--- config.mk ---
export PLATFORM = sky130hd
export DESIGN_NAME = float_sum_scale_clamp_reduce
export DESIGN_NICKNAME = d
export VERILOG_FILES = /design/src/sv/fssr_pkg.sv /design/src/sv/fssr_fpu.sv /design/src/sv/fssr_front.sv /design/src/sv/fssr_back.sv /design/src/sv/float_sum_scale_clamp_reduce.sv
export SDC_FILE = /design/constraint.sdc
export NUM_CORES = 2
export LEC_CHECK = 0
export ABC_CLOCK_PERIOD_IN_PS = 37500
export BUFFER_PORTS_ARGS = -buffer_cell sky130_fd_sc_hd__buf_2
export CORE_MARGIN = 4
export CORE_UTILIZATION = 30
export CTS_BUF_LIST = sky130_fd_sc_hd__clkbuf_4
export DETAILED_ROUTE_END_ITERATION = 16
export GPL_ROUTABILITY_DRIVEN = 0
export PLACE_DENSITY = 0.52
export SLEW_MARGIN = 30
export SYNTH_ARGS = -nofsm -noshare
export SYNTH_HDL_FRONTEND = slang
export SYNTH_SLANG_ARGS = --single-unit
--- constraint.sdc ---
create_clock -name clk -period 37.5 [get_ports clk]
set_clock_uncertainty 0.2 [all_clocks]
set_input_delay 1.875 -clock clk [delete_from_list [all_inputs] [get_ports clk]]
set_output_delay 1.875 -clock clk [all_outputs]
set_load 0.005 [all_outputs]
--- src/sv/fssr_pkg.sv ---
// Shared types, constants and fp32 compare helpers for the float sum/scale/clamp block.
// No dependencies.
`default_nettype none
package fssr_pkg;

	localparam int LANES  = 8;
	localparam int LANE_W = (LANES > 1) ? $clog2(LANES) : 1;
	localparam int QDEPTH = 4;
	localparam int QPTR_W = 2;

	localparam logic [31:0] CANON_NAN = 32'h7FC0_0000;
	localparam logic [31:0] RST_SCALE = 32'h3F80_0000;
	localparam logic [31:0] RST_LOW   = 32'hFF80_0000;
	localparam logic [31:0] RST_HIGH  = 32'h7F80_0000;

	typedef enum logic [1:0] {
		CFG_SCALE    = 2'd0,
		CFG_CLAMP_LO = 2'd1,
		CFG_CLAMP_HI = 2'd2
	} cfg_idx_t;

	typedef enum logic {FP_ADD, FP_MUL} fp_op_t;

	typedef enum logic [2:0] {
		BK_IDLE, BK_ACC, BK_RED, BK_MUL, BK_CLAMP, BK_FIN, BK_OUT
	} back_state_t;

	typedef struct packed {
		logic [31:0]       sample;
		logic              last;
		logic [31:0]       prior;
		logic [LANE_W-1:0] lane;
	} work_t;

	typedef struct packed {
		logic   valid;
		fp_op_t op;
	} fpu_req_t;

	typedef struct packed {
		logic busy;
		logic done;
	} fpu_stat_t;

	typedef struct packed {
		logic take;
		logic load;
	} back_stat_t;

	function automatic logic is_nan(input logic [31:0] x);
		return (x[30:23] == 8'hFF) && (x[22:0] != 23'd0);
	endfunction

	// monotonic key: unsigned order of keys equals numeric order
	function automatic logic [31:0] ord_key(input logic [31:0] x);
		return x[31] ? ~x : (x | 32'h8000_0000);
	endfunction

	function automatic logic [31:0] fmax_num(input logic [31:0] a, input logic [31:0] b);
		logic [31:0] r;
		if (is_nan(a) && is_nan(b))
			r = CANON_NAN;
		else if (is_nan(a))
			r = b;
		else if (is_nan(b))
			r = a;
		else if (a[30:0] == 31'd0 && b[30:0] == 31'd0)
			r = (a[31] & b[31]) ? a : 32'd0;
		else
			r = (ord_key(a) >= ord_key(b)) ? a : b;
		return r;
	endfunction

	function automatic logic [31:0] fmin_num(input logic [31:0] a, input logic [31:0] b);
		logic [31:0] r;
		if (is_nan(a) && is_nan(b))
			r = CANON_NAN;
		else if (is_nan(a))
			r = b;
		else if (is_nan(b))
			r = a;
		else if (a[30:0] == 31'd0 && b[30:0] == 31'd0)
			r = (a[31] | b[31]) ? 32'h8000_0000 : 32'd0;
		else
			r = (ord_key(a) <= ord_key(b)) ? a : b;
		return r;
	endfunction

endpackage
`default_nettype wire

--- src/sv/fssr_fpu.sv ---
// Three-stage fp32 add/multiply unit: operate, normalize, round (nearest even).
// Depends on fssr_pkg.
`default_nettype none
module fssr_fpu (
	input  wire                  clk,
	input  wire                  arst_n,
	input  fssr_pkg::fpu_req_t   req,
	input  wire  [31:0]          a,
	input  wire  [31:0]          b,
	output fssr_pkg::fpu_stat_t  stat,
	output logic [31:0]          result
);
	import fssr_pkg::*;

	function automatic logic [5:0] lzc47(input logic [46:0] p);
		logic [5:0] n;
		n = 6'd47;
		for (int i = 0; i < 47; i++) begin
			if (p[i])
				n = 6'(46 - i);
		end
		return n;
	endfunction

	logic v_s1, v_s2, v_s3;
	logic spec_s1, spec_s2;
	logic [31:0] sval_s1, sval_s2;
	logic sign_s1, sign_s2;
	logic signed [10:0] exp_s1, exp_s2;
	logic [47:0] man_s1, man_s2;
	logic stk_s2;
	logic [31:0] res_s3;

	// stage 1
	logic nan_a, nan_b, inf_a, inf_b, zero_a, zero_b;
	logic swap;
	logic [31:0] xb, xs;
	logic [7:0] eb, es, dd, ea, ebm;
	logic [4:0] dcap;
	logic [26:0] mbx, msx, sh;
	logic [27:0] sum28;
	logic [47:0] prod;
	logic spec_n, sign_n;
	logic [31:0] sval_n;
	logic signed [10:0] exp_n;
	logic [47:0] man_n;

	always_comb begin
		nan_a  = is_nan(a);
		nan_b  = is_nan(b);
		inf_a  = (a[30:23] == 8'hFF) && (a[22:0] == 23'd0);
		inf_b  = (b[30:23] == 8'hFF) && (b[22:0] == 23'd0);
		zero_a = (a[30:0] == 31'd0);
		zero_b = (b[30:0] == 31'd0);
		swap   = b[30:0] > a[30:0];
		xb     = swap ? b : a;
		xs     = swap ? a : b;
		eb     = (xb[30:23] == 8'd0) ? 8'd1 : xb[30:23];
		es     = (xs[30:23] == 8'd0) ? 8'd1 : xs[30:23];
		dd     = eb - es;
		dcap   = (dd > 8'd27) ? 5'd27 : dd[4:0];
		mbx    = {(xb[30:23] != 8'd0), xb[22:0], 3'b000};
		msx    = {(xs[30:23] != 8'd0), xs[22:0], 3'b000};
		sh     = msx >> dcap;
		sh[0]  = sh[0] | (|(msx & ~({27{1'b1}} << dcap)));
		sum28  = (xb[31] == xs[31]) ? ({1'b0, mbx} + {1'b0, sh}) : ({1'b0, mbx} - {1'b0, sh});
		ea     = (a[30:23] == 8'd0) ? 8'd1 : a[30:23];
		ebm    = (b[30:23] == 8'd0) ? 8'd1 : b[30:23];
		prod   = 48'({(a[30:23] != 8'd0), a[22:0]}) * 48'({(b[30:23] != 8'd0), b[22:0]});

		spec_n = 1'b0;
		sval_n = CANON_NAN;
		sign_n = 1'b0;
		exp_n  = 11'sd0;
		man_n  = 48'd0;
		case (req.op)
			FP_ADD: begin
				sign_n = xb[31];
				exp_n  = $signed({3'b000, eb});
				man_n  = {sum28, 20'd0};
				if (nan_a || nan_b || (inf_a && inf_b && (a[31] != b[31]))) begin
					spec_n = 1'b1;
				end else if (inf_a) begin
					spec_n = 1'b1;
					sval_n = a;
				end else if (inf_b) begin
					spec_n = 1'b1;
					sval_n = b;
				end else if (sum28 == 28'd0) begin
					spec_n = 1'b1;
					sval_n = {a[31] & b[31], 31'd0};
				end
			end
			FP_MUL: begin
				sign_n = a[31] ^ b[31];
				exp_n  = $signed({3'b000, ea}) + $signed({3'b000, ebm}) - 11'sd127;
				man_n  = prod;
				if (nan_a || nan_b || (inf_a && zero_b) || (inf_b && zero_a)) begin
					spec_n = 1'b1;
				end else if (inf_a || inf_b) begin
					spec_n = 1'b1;
					sval_n = {a[31] ^ b[31], 31'h7F80_0000};
				end else if (zero_a || zero_b) begin
					spec_n = 1'b1;
					sval_n = {a[31] ^ b[31], 31'd0};
				end
			end
			default: spec_n = 1'b1;
		endcase
	end

	// stage 2: normalize so the hidden bit sits at 46
	logic [47:0] p2;
	logic signed [10:0] e2;
	logic stk2;
	logic [5:0] lz;
	logic signed [10:0] rsh;
	logic [5:0] rcap;

	always_comb begin
		p2   = man_s1;
		e2   = exp_s1;
		stk2 = 1'b0;
		if (p2[47]) begin
			stk2 = p2[0];
			p2   = p2 >> 1;
			e2   = e2 + 11'sd1;
		end
		lz   = lzc47(p2[46:0]);
		rsh  = 11'sd1 - e2;
		rcap = (rsh > 11'sd63) ? 6'd63 : rsh[5:0];
		if ((e2 - $signed({5'd0, lz})) >= 11'sd1) begin
			p2 = p2 << lz;
			e2 = e2 - $signed({5'd0, lz});
		end else if (e2 >= 11'sd1) begin
			p2 = p2 << 6'(e2 - 11'sd1);
			e2 = 11'sd1;
		end else begin
			stk2 = stk2 | (|(p2 & ~({48{1'b1}} << rcap)));
			p2   = p2 >> rcap;
			e2   = 11'sd1;
		end
	end

	// stage 3: round and pack
	logic up;
	logic [24:0] m25;
	logic signed [10:0] e3;
	logic [31:0] packed_n;

	always_comb begin
		up  = man_s2[22] & ((|man_s2[21:0]) | stk_s2 | man_s2[23]);
		m25 = {1'b0, man_s2[46:23]} + {24'd0, up};
		e3  = m25[24] ? (exp_s2 + 11'sd1) : exp_s2;
		if (e3 >= 11'sd255)
			packed_n = {sign_s2, 31'h7F80_0000};
		else if (m25[24])
			packed_n = {sign_s2, e3[7:0], 23'd0};
		else
			packed_n = {sign_s2, m25[23] ? e3[7:0] : 8'd0, m25[22:0]};
		if (spec_s2)
			packed_n = sval_s2;
	end

	always_ff @(posedge clk or negedge arst_n) begin
		if (!arst_n) begin
			v_s1 <= 1'b0;
			v_s2 <= 1'b0;
			v_s3 <= 1'b0;
		end else begin
			v_s1 <= req.valid;
			v_s2 <= v_s1;
			v_s3 <= v_s2;
		end
	end

	always_ff @(posedge clk) begin
		spec_s1 <= spec_n;
		sval_s1 <= sval_n;
		sign_s1 <= sign_n;
		exp_s1  <= exp_n;
		man_s1  <= man_n;
		spec_s2 <= spec_s1;
		sval_s2 <= sval_s1;
		sign_s2 <= sign_s1;
		exp_s2  <= e2;
		man_s2  <= p2;
		stk_s2  <= stk2;
		res_s3  <= packed_n;
	end

	assign stat.busy = v_s1 | v_s2;
	assign stat.done = v_s3;
	assign result    = res_s3;

endmodule
`default_nettype wire

--- src/sv/fssr_front.sv ---
// Input side: accepts items, tags each with its partial lane, queues them.
// Depends on fssr_pkg.
`default_nettype none
module fssr_front (
	input  wire                clk,
	input  wire                arst_n,
	input  wire                push,
	output logic               full,
	input  wire  [31:0]        sample,
	input  wire                last_item,
	input  wire  [31:0]        prior_total,
	output logic               avail,
	output fssr_pkg::work_t    work,
	input  wire                take
);
	import fssr_pkg::*;

	work_t             q_mem [QDEPTH];
	logic [QPTR_W-1:0] wr_ptr_q, rd_ptr_q;
	logic [QPTR_W:0]   cnt_q;
	logic [LANE_W-1:0] lane_q;
	logic              do_push, do_pop;

	assign full    = (cnt_q == (QPTR_W + 1)'(QDEPTH));
	assign avail   = (cnt_q != '0);
	assign do_push = push & ~full;
	assign do_pop  = take & avail;
	assign work    = q_mem[rd_ptr_q];

	always_ff @(posedge clk) begin
		if (do_push)
			q_mem[wr_ptr_q] <= '{sample: sample, last: last_item, prior: prior_total, lane: lane_q};
	end

	always_ff @(posedge clk or negedge arst_n) begin
		if (!arst_n) begin
			wr_ptr_q <= '0;
			rd_ptr_q <= '0;
			cnt_q    <= '0;
			lane_q   <= '0;
		end else begin
			if (do_push) begin
				wr_ptr_q <= wr_ptr_q + 1'b1;
				if (last_item || lane_q == LANE_W'(LANES - 1))
					lane_q <= '0;
				else
					lane_q <= lane_q + 1'b1;
			end
			if (do_pop)
				rd_ptr_q <= rd_ptr_q + 1'b1;
			if (do_push && !do_pop)
				cnt_q <= cnt_q + 1'b1;
			else if (!do_push && do_pop)
				cnt_q <= cnt_q - 1'b1;
		end
	end

endmodule
`default_nettype wire

--- src/sv/fssr_back.sv ---
// Execution side: partial sums, final reduce, scale, clamp, add, result register.
// Depends on fssr_pkg; drives the shared fssr_fpu.
`default_nettype none
module fssr_back (
	input  wire                   clk,
	input  wire                   arst_n,
	input  wire                   avail,
	input  fssr_pkg::work_t       work,
	output fssr_pkg::back_stat_t  stat,
	input  wire  [31:0]           scale_factor,
	input  wire  [31:0]           clamp_low,
	input  wire  [31:0]           clamp_high,
	output fssr_pkg::fpu_req_t    fpu_req,
	output logic [31:0]           fpu_a,
	output logic [31:0]           fpu_b,
	input  fssr_pkg::fpu_stat_t   fpu_stat,
	input  wire  [31:0]           fpu_result,
	input  wire                   pop,
	output logic                  out_valid,
	output logic [31:0]           total
);
	import fssr_pkg::*;

	back_state_t       st_q, st_d;
	work_t             cur_q;
	logic [31:0]       partial_q [LANES];
	logic [LANE_W-1:0] idx_q;
	logic [31:0]       acc_q;
	logic              issued_q;
	logic              out_valid_q;
	logic [31:0]       total_q;
	logic              need_op, fin;

	always_comb begin
		st_d          = st_q;
		stat.take     = 1'b0;
		stat.load     = 1'b0;
		need_op       = 1'b0;
		fpu_req.op    = FP_ADD;
		fpu_a         = acc_q;
		fpu_b         = partial_q[idx_q];
		fin           = issued_q & fpu_stat.done;
		case (st_q)
			BK_IDLE: begin
				if (avail) begin
					stat.take = 1'b1;
					st_d      = BK_ACC;
				end
			end
			BK_ACC: begin
				need_op = 1'b1;
				fpu_a   = partial_q[cur_q.lane];
				fpu_b   = cur_q.sample;
				if (fin)
					st_d = cur_q.last ? BK_RED : BK_IDLE;
			end
			BK_RED: begin
				need_op = 1'b1;
				if (fin && idx_q == LANE_W'(LANES - 1))
					st_d = BK_MUL;
			end
			BK_MUL: begin
				need_op    = 1'b1;
				fpu_req.op = FP_MUL;
				fpu_b      = scale_factor;
				if (fin)
					st_d = BK_CLAMP;
			end
			BK_CLAMP: st_d = BK_FIN;
			BK_FIN: begin
				need_op = 1'b1;
				fpu_b   = cur_q.prior;
				if (fin)
					st_d = BK_OUT;
			end
			BK_OUT: begin
				if (!out_valid_q) begin
					stat.load = 1'b1;
					st_d      = BK_IDLE;
				end
			end
			default: st_d = BK_IDLE;
		endcase
		fpu_req.valid = need_op & ~issued_q;
	end

	always_ff @(posedge clk or negedge arst_n) begin
		if (!arst_n) begin
			st_q        <= BK_IDLE;
			issued_q    <= 1'b0;
			out_valid_q <= 1'b0;
			idx_q       <= '0;
			for (int i = 0; i < LANES; i++)
				partial_q[i] <= 32'd0;
		end else begin
			st_q <= st_d;
			if (fpu_req.valid)
				issued_q <= 1'b1;
			else if (fin)
				issued_q <= 1'b0;
			if (stat.load)
				out_valid_q <= 1'b1;
			else if (pop)
				out_valid_q <= 1'b0;
			if (st_q == BK_ACC && fin) begin
				partial_q[cur_q.lane] <= fpu_result;
				idx_q <= '0;
			end
			if (st_q == BK_RED && fin)
				idx_q <= idx_q + 1'b1;
			if (stat.load) begin
				for (int i = 0; i < LANES; i++)
					partial_q[i] <= 32'd0;
			end
		end
	end

	always_ff @(posedge clk) begin
		if (stat.take)
			cur_q <= work;
		if (st_q == BK_ACC && fin)
			acc_q <= 32'd0;
		else if (fin)
			acc_q <= fpu_result;
		else if (st_q == BK_CLAMP)
			acc_q <= fmin_num(fmax_num(acc_q, clamp_low), clamp_high);
		if (stat.load)
			total_q <= acc_q;
	end

	assign out_valid = out_valid_q;
	assign total     = total_q;

endmodule
`default_nettype wire

--- src/sv/float_sum_scale_clamp_reduce.sv ---
// Top level of the fp32 batch sum with scale, clamp and accumulate.
// Depends on fssr_pkg, fssr_front, fssr_back, fssr_fpu.
//
// Input channel: push/full. Each item carries one fp32 sample, a last flag
// and the prior output value (used only on the last item). A 4-entry queue
// takes items while the back end works. Result channel: empty/pop; one total
// appears per batch, after its last item, and waits in an output register
// until popped. A stalled receiver stops the back end only once a second
// total is ready; the input queue keeps filling until full.
// Samples go round-robin into 8 partial sums; the final sum adds them in lane
// order, multiplies by scale_factor, clamps to [clamp_low, clamp_high] and
// adds prior_total. All arithmetic runs through one shared 3-stage fp unit,
// one operation at a time.
// Config: cfg_we/cfg_index/cfg_data, to be written only while idle; the block does not enforce this.
// Reset (arst_n low): registers take 1.0, -inf, +inf; partials clear to +0.
`default_nettype none
module float_sum_scale_clamp_reduce (
	input  wire         clk,
	input  wire         arst_n,
	input  wire         push,
	output logic        full,
	input  wire  [31:0] sample,
	input  wire         last_item,
	input  wire  [31:0] prior_total,
	output logic        empty,
	input  wire         pop,
	output logic [31:0] total,
	input  wire         cfg_we,
	input  wire  [1:0]  cfg_index,
	input  wire  [31:0] cfg_data
);
	import fssr_pkg::*;

	logic [31:0] scale_q, low_q, high_q;
	logic        avail;
	work_t       work;
	back_stat_t  back_stat;
	fpu_req_t    fpu_req;
	fpu_stat_t   fpu_stat;
	logic [31:0] fpu_a, fpu_b, fpu_result;
	logic        out_valid;

	always_ff @(posedge clk or negedge arst_n) begin
		if (!arst_n) begin
			scale_q <= RST_SCALE;
			low_q   <= RST_LOW;
			high_q  <= RST_HIGH;
		end else if (cfg_we) begin
			case (cfg_index)
				CFG_SCALE:    scale_q <= cfg_data;
				CFG_CLAMP_LO: low_q   <= cfg_data;
				CFG_CLAMP_HI: high_q  <= cfg_data;
				default: ;
			endcase
		end
	end

	fssr_front u_front (
		.clk        (clk),
		.arst_n     (arst_n),
		.push       (push),
		.full       (full),
		.sample     (sample),
		.last_item  (last_item),
		.prior_total(prior_total),
		.avail      (avail),
		.work       (work),
		.take       (back_stat.take)
	);

	fssr_back u_back (
		.clk         (clk),
		.arst_n      (arst_n),
		.avail       (avail),
		.work        (work),
		.stat        (back_stat),
		.scale_factor(scale_q),
		.clamp_low   (low_q),
		.clamp_high  (high_q),
		.fpu_req     (fpu_req),
		.fpu_a       (fpu_a),
		.fpu_b       (fpu_b),
		.fpu_stat    (fpu_stat),
		.fpu_result  (fpu_result),
		.pop         (pop),
		.out_valid   (out_valid),
		.total       (total)
	);

	fssr_fpu u_fpu (
		.clk   (clk),
		.arst_n(arst_n),
		.req   (fpu_req),
		.a     (fpu_a),
		.b     (fpu_b),
		.stat  (fpu_stat),
		.result(fpu_result)
	);

	assign empty = ~out_valid;

	a_fpu_single: assert property (@(posedge clk) disable iff (!arst_n)
		fpu_req.valid |-> !fpu_stat.busy && !fpu_stat.done)
		else $error("fp unit issued while an operation is in flight");

	a_load_free: assert property (@(posedge clk) disable iff (!arst_n)
		back_stat.load |-> empty)
		else $error("result register overwritten");

	a_done_drains: assert property (@(posedge clk) disable iff (!arst_n)
		fpu_stat.done |=> !fpu_stat.busy)
		else $error("fp unit still busy after completion");

endmodule
`default_nettype wire
==> impl_metrics.py <==
metrics = {
    "outcome": {
        "status": "completed",
    },
    "sta": {
        "slew_viol_final": 0,
        "slew_headroom_pct": 28.7,
        "tightest_slew_ps": 1040,
        "finalSetupViolCount": 0,
        "finalCriticalPeriod_ps": 16510,
        "fin_tns_setup_ps": 0,
        "hold_viol": 0,
        "rsz0062_at_grt": "no",
        "timing.final.crit_share_pct": 44.0,
        "holdWs_ps": 90.0,
        "clock.fmax_mhz": 60.6,
    },
    "clock_tree": {
        "cts_setup_buffers": 0,
        "hold_buffers": 0,
        "cts.clk_slew.worst_paths_ps": 70,
        "numCtsBuffers": 284,
        "ctsRootBufferMaster": "clkbuf_4",
        "htreeDepth": 5,
        "tritoncts": "done",
        "cts_sinks": 995,
        "cts.path.max_buffers": 4,
        "cts_resized": 0,
        "clkLatencyLatePin_ps": 1340,
    },
    "global_route": {
        "grt_pass1_vias": 67400,
        "grt_max_degree": 217,
        "track_usage_pct": 21.8,
        "grt_pass1_wl_mm": 447,
        "overflow": 0,
        "antenna_found_initial": 39,
    },
    "critical_path": {
        "reg2reg_from": "u_back.cur_q[2]",
        "cpPeakStageDelay_ps": 1010,
        "worstSetupPathType": "register to register",
        "cpMaxStageDelayCell": "edfxtp_1",
        "start_kind": "register",
        "crit_required_ps": 38390,
        "path_common_cell": "a21oi_1",
        "reg2reg_to": "u_fpu.sval_s1[27]",
        "r2r_setup_slack_ps": 20990,
        "crit_arrival_ps": 17400,
        "worstRegToRegCells": 58,
        "end_kind": "register",
        "crit_fanout": 67,
    },
    "final_layout": {
        "drive_gt1_share_pct": 14.8,
        "fillers": 27200,
        "layout-area-overhead-vs-synth_pct": 10.4,
        "nets": 9640,
    },
    "logic_synthesis": {
        "async_flop_share_pct": 37.5,
        "synth_top_area_cell": "edfxtp_1",
        "yosys_warnings": 0,
        "avgSynthCellArea_sq_um": 9.18,
        "synth_top_area_share_pct": 14.1,
        "synth_area_leaders": "edfxtp_1 14%, fa_1 12%, dfrtp_1 11%",
        "synth-edff-count": 372,
        "synth-seq-cells": 995,
        "syn_area_sq_um": 79000,
        "ys_types": 125,
        "synth_flop_cell": "edfxtp_1",
        "synth_seq_area_share_pct": 32.3,
        "synthCells": 8611,
    },
    "drt": {
        "routedWlPerCell_um": 24.5,
        "ant_nets": 0,
        "remaining_drc_errors": 0,
        "vias": 68100,
        "drtPass1Iterations": 9,
        "via_per_inst": 5.50,
        "drt-total-wl_mm": 304,
        "drt_iter0_drc": 8314,
    },
    "min_path": {
        "hold_end": "u_fpu.sval_s2[5]",
        "hp-class": "register to register",
        "worstHoldStart": "u_fpu.sval_s1[5]",
        "hold_depth": 0,
    },
    "floorplan": {
        "core_sq_um": 262000,
        "dieHeight_um": 521,
        "rows": 188,
        "io_pins": 138,
        "initial_core_util_pct": 30.1,
        "die-area_sq_um": 272000,
        "die_x_um": 521,
    },
    "place": {
        "port_buffers": 137,
        "dp.final_hpwl_mm": 223,
    },
    "flow_run": {
        "cap_viol_max_count": 0,
    },
}
registers in the layout, indices dropped and copies added, names as in the netlist, 3 cells and up:
signal,flops
u_front.q_mem,272
u_back.partial_q,256
u_back.cur_q,68
u_fpu.man_s1,48
u_fpu.man_s2,47
high_q,32
low_q,32
scale_q,32
u_back.acc_q,32
u_back.total,32
u_fpu.result,32
u_fpu.sval_s1,32
u_fpu.sval_s2,32
u_fpu.exp_s1,11
u_fpu.exp_s2,11
u_back.idx_q,3
u_back.st_q,3
u_front.cnt_q,3
u_front.lane_q,3
cell families (layout without fill, tap and decap cells):
family / Yosys count / count (layout) / synth area share, %
other cells: 1 / 44 / 0.00474
buf+inv: 1229 / 1446 / 6.06
xor+xnor: 277 / 277 / 3.10
simple gates: 2771 / 2771 / 15.1
flops: 995 / 995 / 32.3
compound gates: 1843 / 1843 / 14.2
mux: 624 / 624 / 10.9
fa+ha+maj: 871 / 871 / 18.4
final cells by class:
class	instances	area [sq um]	area share, %
Inverter	657	2470	2.83
Sequential cell	995	25600	29.3
Clock buffer	404	3030	3.47
Antenna cell	21	52.6	0.0602
Clock inverter	66	367	0.420
Multi-Input combinational cell	6409	49300	56.4
Tap cell	3515	4400	5.04
Timing Repair Buffer	319	2150	2.46
metrics by stage:
| stage | instance area (sq um) | setup WS [ps] | util, % | cells |
|---|---|---|---|---|
| after global placement | 83700 | 21750 | 31.9 | 11900 |
| after global routing | 87200 | 19990 | 33.3 | 12400 |
| after detailed placement | 83800 | 21470 | 31.9 | 11900 |
| after CTS | 87200 | 21360 | 33.2 | 12400 |
| after floorplan | 79100 | 23400 | - | 8633 |
| final | 87300 | 20990 | 33.3 | 12400 |
critical path: cells and delay by family (launching register included):
kind,cells,cell delay [ps]
AO/OA/AOI/OAI,31,6230
AND/OR/NAND/NOR,16,4750
buffers and inverters,4,1740
adder cells (fa/ha/maj),5,1500
flip-flops,1,1010
multiplexers,2,740
placed cells by master (no fill, tap or decap), types with 100 or more instances in the layout:
cell type  synthesis  final
a21oi_1          716    702
buf_2             38    136
buf_4             15    175
clkbuf_4           0    404
dfrtp_1          349    341
dfxtp_1          250    245
edfxtp_1         372    372
fa_1             487    487
ha_1             383    383
inv_1            626    626
mux2_2           215    215
mux2i_1          239    236
mux4_2           165    165
nand2_1         1481   1480
nand3_1          121    121
nor2_1           657    647
nor3_1           104    100
o21ai_0          426    424
xnor2_1          161    151
xor2_1           114    112
per-layer routing:
metal	track usage, %	part of all wire [%]
met5	0	0.069
met4	11.3	5.9
met3	5.61	10
met2	34.0	45
met1	27.8	39
synthesized netlist by cell type (all sizes together) (24+ instances only):
master and instances:
nor2 661, and2 67, nand3 124, dfrtp 349, nor3 107, nand2b 59
a31oi 65, dfstp 24, nand4 54, mux2i 239, o31ai 27, a211oi 47
nand2 1483, dfxtp 250, ha 383, inv 635, nor2b 44, o211ai 65
a221oi 26, o21bai 28, a21o 74, o22ai 82, nor4 62, a22oi 79
mux4 165, a21oi 718, clkbuf 430, o21ai 435, xnor2 162, buf 142
edfxtp 372, mux2 220, xor2 114, and3 31, fa 487
worst max path at each step:
stage                     depth (start not counted)            start                end
after floorplan                                  70  u_back.cur_q[2]  u_fpu.sval_s1[23]
after global routing                             59  u_back.cur_q[0]  u_fpu.sval_s1[29]
after detailed placement                         60  u_back.cur_q[2]  u_fpu.sval_s1[29]
after CTS                                        60  u_back.cur_q[2]  u_fpu.sval_s1[27]
after global placement                           60  u_back.cur_q[2]  u_fpu.sval_s1[24]
final                                            58  u_back.cur_q[2]  u_fpu.sval_s1[27]
Power is not shown: default switching activity piles up to over one toggle a cycle in this logic, so the estimate is an artifact.
